[config.mk]
export PLATFORM = sky130hd
export DESIGN_NAME = srs_cell
export DESIGN_NICKNAME = d
export VERILOG_FILES = /design/src/design/srs_pkg.sv /design/src/design/srs_cell.sv
export SDC_FILE = /design/constraint.sdc
export NUM_CORES = 1
export LEC_CHECK = 0
export ABC_AREA = 1
export BUFFER_PORTS_ARGS = -buffer_cell sky130_fd_sc_hd__buf_2
export CORE_AREA = 3 3 195 197
export CTS_CLUSTER_SIZE = 25
export DETAILED_ROUTE_END_ITERATION = 8
export DIE_AREA = 0 0 198 200
export GPL_ROUTABILITY_DRIVEN = 0
export PLACE_DENSITY = 0.45
export SLEW_MARGIN = 20
export SYNTH_ARGS = -nofsm -noshare
export SYNTH_HDL_FRONTEND = slang
export SYNTH_SLANG_ARGS = --single-unit
[constraint.sdc]
create_clock -name clk -period 6.15 [get_ports clk]
set_input_delay 0.9225 -clock clk [delete_from_list [all_inputs] [get_ports clk]]
set_output_delay 0.9225 -clock clk [all_outputs]
set_load 0.05 [all_outputs]
[src/design/srs_pkg.sv]
// Shared types and constants for the sorted key/value row store.
// No dependencies; imported by srs_cell and sorted_key_value_row_store.
package srs_pkg;

	localparam int CAPACITY_DEF = 64;
	localparam int KEY_W        = 32;
	localparam int VAL_W        = 64;

	typedef enum logic [2:0] {
		CMD_INSERT  = 3'd0,
		CMD_REMOVE  = 3'd1,
		CMD_LOOKUP  = 3'd2,
		CMD_ACCUM   = 3'd3,
		CMD_WRITE   = 3'd4,
		CMD_READ    = 3'd5,
		CMD_NOP6    = 3'd6,
		CMD_NOP7    = 3'd7
	} srs_cmd_t;

	typedef enum logic [1:0] {
		ST_OK      = 2'd0,
		ST_MISSING = 2'd1,
		ST_FULL    = 2'd2,
		ST_RANGE   = 2'd3
	} srs_status_t;

	typedef enum logic [2:0] {
		S_IDLE,
		S_CMP,
		S_SEARCH,
		S_FETCH,
		S_APPLY
	} srs_state_t;

	typedef struct packed {
		logic cmp;
		logic ins;
		logic rem;
		logic wr;
	} srs_cell_ctrl_t;

endpackage

[src/design/srs_cell.sv]
// One entry of the sorted row: holds a key and a value, compares against the
// broadcast key and shifts to or from its neighbors. Depends on srs_pkg.
module srs_cell import srs_pkg::*; #(
	parameter int INDEX = 0,
	parameter int AW    = 6,
	parameter int CW    = 7
) (
	input  logic             clk,
	input  srs_cell_ctrl_t   ctrl,
	input  logic [KEY_W-1:0] key,
	input  logic [VAL_W-1:0] wdata,
	input  logic [CW-1:0]    count,
	input  logic [AW-1:0]    idx,
	input  logic [KEY_W-1:0] prev_key,
	input  logic [VAL_W-1:0] prev_value,
	input  logic             prev_lt,
	input  logic [KEY_W-1:0] next_key,
	input  logic [VAL_W-1:0] next_value,
	output logic [KEY_W-1:0] cur_key,
	output logic [VAL_W-1:0] cur_value,
	output logic             lt,
	output logic             gt,
	output logic             ins_here,
	output logic [KEY_W-1:0] rd_key,
	output logic [VAL_W-1:0] rd_value
);

	logic [KEY_W-1:0] key_q;
	logic [VAL_W-1:0] val_q;
	logic             lt_q;
	logic             gt_q;
	logic             valid;
	logic             sel;
	logic             shift_up;
	logic             shift_down;

	assign valid      = CW'(INDEX) < count;
	assign sel        = AW'(INDEX) == idx;
	assign ins_here   = !lt_q && prev_lt;
	assign shift_up   = !lt_q && !prev_lt && (CW'(INDEX) <= count);
	assign shift_down = (AW'(INDEX) >= idx) && (CW'(INDEX + 1) < count);

	always_ff @(posedge clk) begin
		if (ctrl.cmp) begin
			lt_q <= valid && (key_q < key);
			gt_q <= valid && (key_q > key);
		end
		if (ctrl.ins) begin
			if (ins_here) begin
				key_q <= key;
				val_q <= wdata;
			end else if (shift_up) begin
				key_q <= prev_key;
				val_q <= prev_value;
			end
		end else if (ctrl.rem) begin
			if (shift_down) begin
				key_q <= next_key;
				val_q <= next_value;
			end
		end else if (ctrl.wr && sel) begin
			val_q <= wdata;
		end
	end

	assign cur_key   = key_q;
	assign cur_value = val_q;
	assign lt        = lt_q;
	assign gt        = gt_q;
	assign rd_key    = sel ? key_q : '0;
	assign rd_value  = sel ? val_q : '0;

endmodule

==> out/results.ini <==
[run_status]
outcome=finished, final reports clean

[power_and_ir_drop]
clkPwrFrac=0.279
seqPwrFrac=0.401
p_switching_w=0.000837
powerDensity_nw_per_um2=212
peakVddDrop_mv=0.102
fin_total_pwr_w=0.00219
power_frac_comb=0.321
switching_share=0.382
leakage_nw=5.34
p_int_w=0.00136

[finish]
drive_gt1_frac=0.374
fin_area_um2=10400
layout.nets=1769
area_delta_synth_final_pct=45.1

[global_routing]
grt_usage=0.159
gr-total-overflow=0
grt_pass1_vias=8168
met1_usage=0.190
grtUsageMet2=0.290
grt_pass1_wl_um=47900
antenna_found_initial=4
grt_max_degree=98
busiest_layer=met2
grt_use_met3=0.0351

[die]
initial_utilization=0.196
dieArea_um2=39600
num_io_pins=502
rows=70
die_h_um=200
core_um2=36400
die_w_um=198

[hold_path]
hp-class=in2reg

[timing]
tightestPinTransition_ns=1.02
slew_viol_final=0
setup-violations-final=0
min_period_ns=3.24
max_slew_margin=0.321
tns_ns=0
rsz0062_at_grt=no
finalHoldViolCount=0
hold_ws_ns=0.794
fmax_mhz=309
period_share=0.527
final.setup_skew_ns=0.0122

[setup_path]
critical_path_peak_fanout=97
setup.worst_path.end_class=output port
crit_required_ns=5.23
arrival_ns=2.32
critical_path_class=in2out
start_kind=input port
critPathMaxStageDelay_ns=0.39
cpMaxStageDelayCell=nand2_8
worstPathCellList=buf_2 -> nor2_1 -> nand2_8 -> nor2_1 -> buf_2

[clock_tree]
clk_pin_slew_ns=0.07
clock-root-buffer=clkbuf_16
clockBufferDepth=2
cts_tree=built
postCtsSetupRepairBufs=0
cts_hold_buf=0
cts_resized=0
clk_latency_ns=0.36
cts_num_sinks=98
numCtsBuffers=9
htree_levels=3

[synth]
yosys_warnings=0
netlist_area_um2=7140
syn_nets=1311
yosysSeqAreaShare=0.412
ys_ff_latch=98
ys_types=22
synthCells=972
avgSynthCellArea_um2=7.35

[drt]
viasPerCell=4.33
post_drt_wl_per_cell_um=17.4
detail-route-antenna-nets=0
firstDrtPassIters=5
vias=8241
drt_iter0_drc=287
routed_wl_um=33200
drc=0

[placed_design]
io_buffers=501
placed_cell_area_um2=10000
hpwl_um=25300

[job]
max-cap-violations=0

-- power groups by stage --
| stage | logic, W | clock network (W) | registers (W) |
|---|---|---|---|
| global route | 0.000771 | 0.000665 | 0.000886 |
| detailed placement | 0.000714 | 0 | 0.000893 |
| CTS | 0.000715 | 0.000644 | 0.000880 |
| finish | 0.000703 | 0.000611 | 0.000878 |
| floorplan | 0.000241 | 0 | 0.00109 |
| global placement | 0.000706 | 0 | 0.000895 |
-- registers in the layout, indices dropped and copies added (netlist names) --
| register | cells |
|---|---|
| cur_value | 64 |
| lt | 1 |
| cur_key | 32 |
| gt | 1 |
-- synthesized netlist by cell type --
| cell | instances | area [µm²] |
|---|---|---|
| a21o_1 | 1 | 7.51 |
| a21oi_1 | 18 | 90.1 |
| and2_1 | 1 | 6.26 |
| buf_2 | 22 | 110 |
| buf_4 | 5 | 37.5 |
| buf_6 | 7 | 78.8 |
| clkbuf_1 | 31 | 116 |
| edfxtp_1 | 98 | 2940 |
| ha_1 | 32 | 400 |
| inv_1 | 138 | 518 |
| inv_2 | 2 | 7.51 |
| nand2_1 | 139 | 522 |
| nand3_1 | 66 | 330 |
| nand4_1 | 2 | 12.5 |
| nor2_1 | 210 | 788 |
| nor2_4 | 1 | 11.3 |
| nor3_1 | 1 | 5.00 |
| o211ai_1 | 64 | 480 |
| o21a_1 | 2 | 15.0 |
| o21ai_0 | 100 | 500 |
| o21ai_1 | 31 | 155 |
| or2_2 | 1 | 6.26 |
-- logic make-up after synthesis --
kind of cell | share of synthesized area
adders and majority gates | 0.0561
and+or+nand+nor | 0.235
DFF | 0.412
AOI/OAI and AO/OA | 0.175
buffers and inverters | 0.122
-- stage by stage --
step	setup WS (ns)	util	cells
after floorplan	1.07	-	972
after global placement	2.50	0.275	1886
after detailed placement	2.67	0.276	1887
after CTS	2.75	0.284	1903
after global routing	2.74	0.284	1904
final	2.91	0.284	1905
-- per-layer routing --
metal / wire length (µm) / up-vias / part of all wire
met5: 27 / - / 0.00081
met3: 2280 / 31 / 0.069
met2: 16800 / 350 / 0.50
met1: 13500 / 3734 / 0.41
met4: 607 / 4 / 0.018
li1: - / 4122 / -
-- worst max-delay path: cells and delay by family --
| kind | cells | cell delay [ns] |
|---|---|---|
| buffers and inverters | 2 | 0.39 |
| AND/OR/NAND/NOR | 3 | 0.93 |
-- placed cells by master (no fill, tap or decap), types with 2 or more instances in the layout --
| master | n |
|---|---|
| diode_2 | 2 |
| a21oi_1 | 16 |
| ha_1 | 32 |
| nand4_1 | 2 |
| nor2_1 | 209 |
| nand3_1 | 66 |
| nand2_1 | 138 |
| o21ai_1 | 31 |
| o21a_1 | 2 |
| o211ai_1 | 64 |
| clkbuf_16 | 9 |
| a21oi_4 | 2 |
| buf_4 | 11 |
| edfxtp_1 | 98 |
| nor2_4 | 2 |
| clkinvlp_4 | 2 |
| buf_2 | 500 |
| inv_8 | 2 |
| inv_1 | 138 |
| o21ai_0 | 100 |
-- final timing paths --
kind                     from       endpoint  slack [ns]  cells after the start
setup / recovery       idx[5]     rd_key[25]        2.91                      5
hold / removal        ctrl[3]             gt        0.79                      1
setup reg to reg           lt  cur_value[50]        3.74                      5
hold reg to reg   cur_key[11]             lt        1.07                      8
-- final cells by class --
cell class                 instances  area, µm²
inverter                         140        529
clock buffer                       9        225
sequential                        98       2940
timing repair buffer             512       2610
antenna                            2       5.00
clock inverter                     7       85.1
fill                            4067      26100
multi-input combinational        669       3380
tap                              468        586
(Power assumes the default switching activity.)
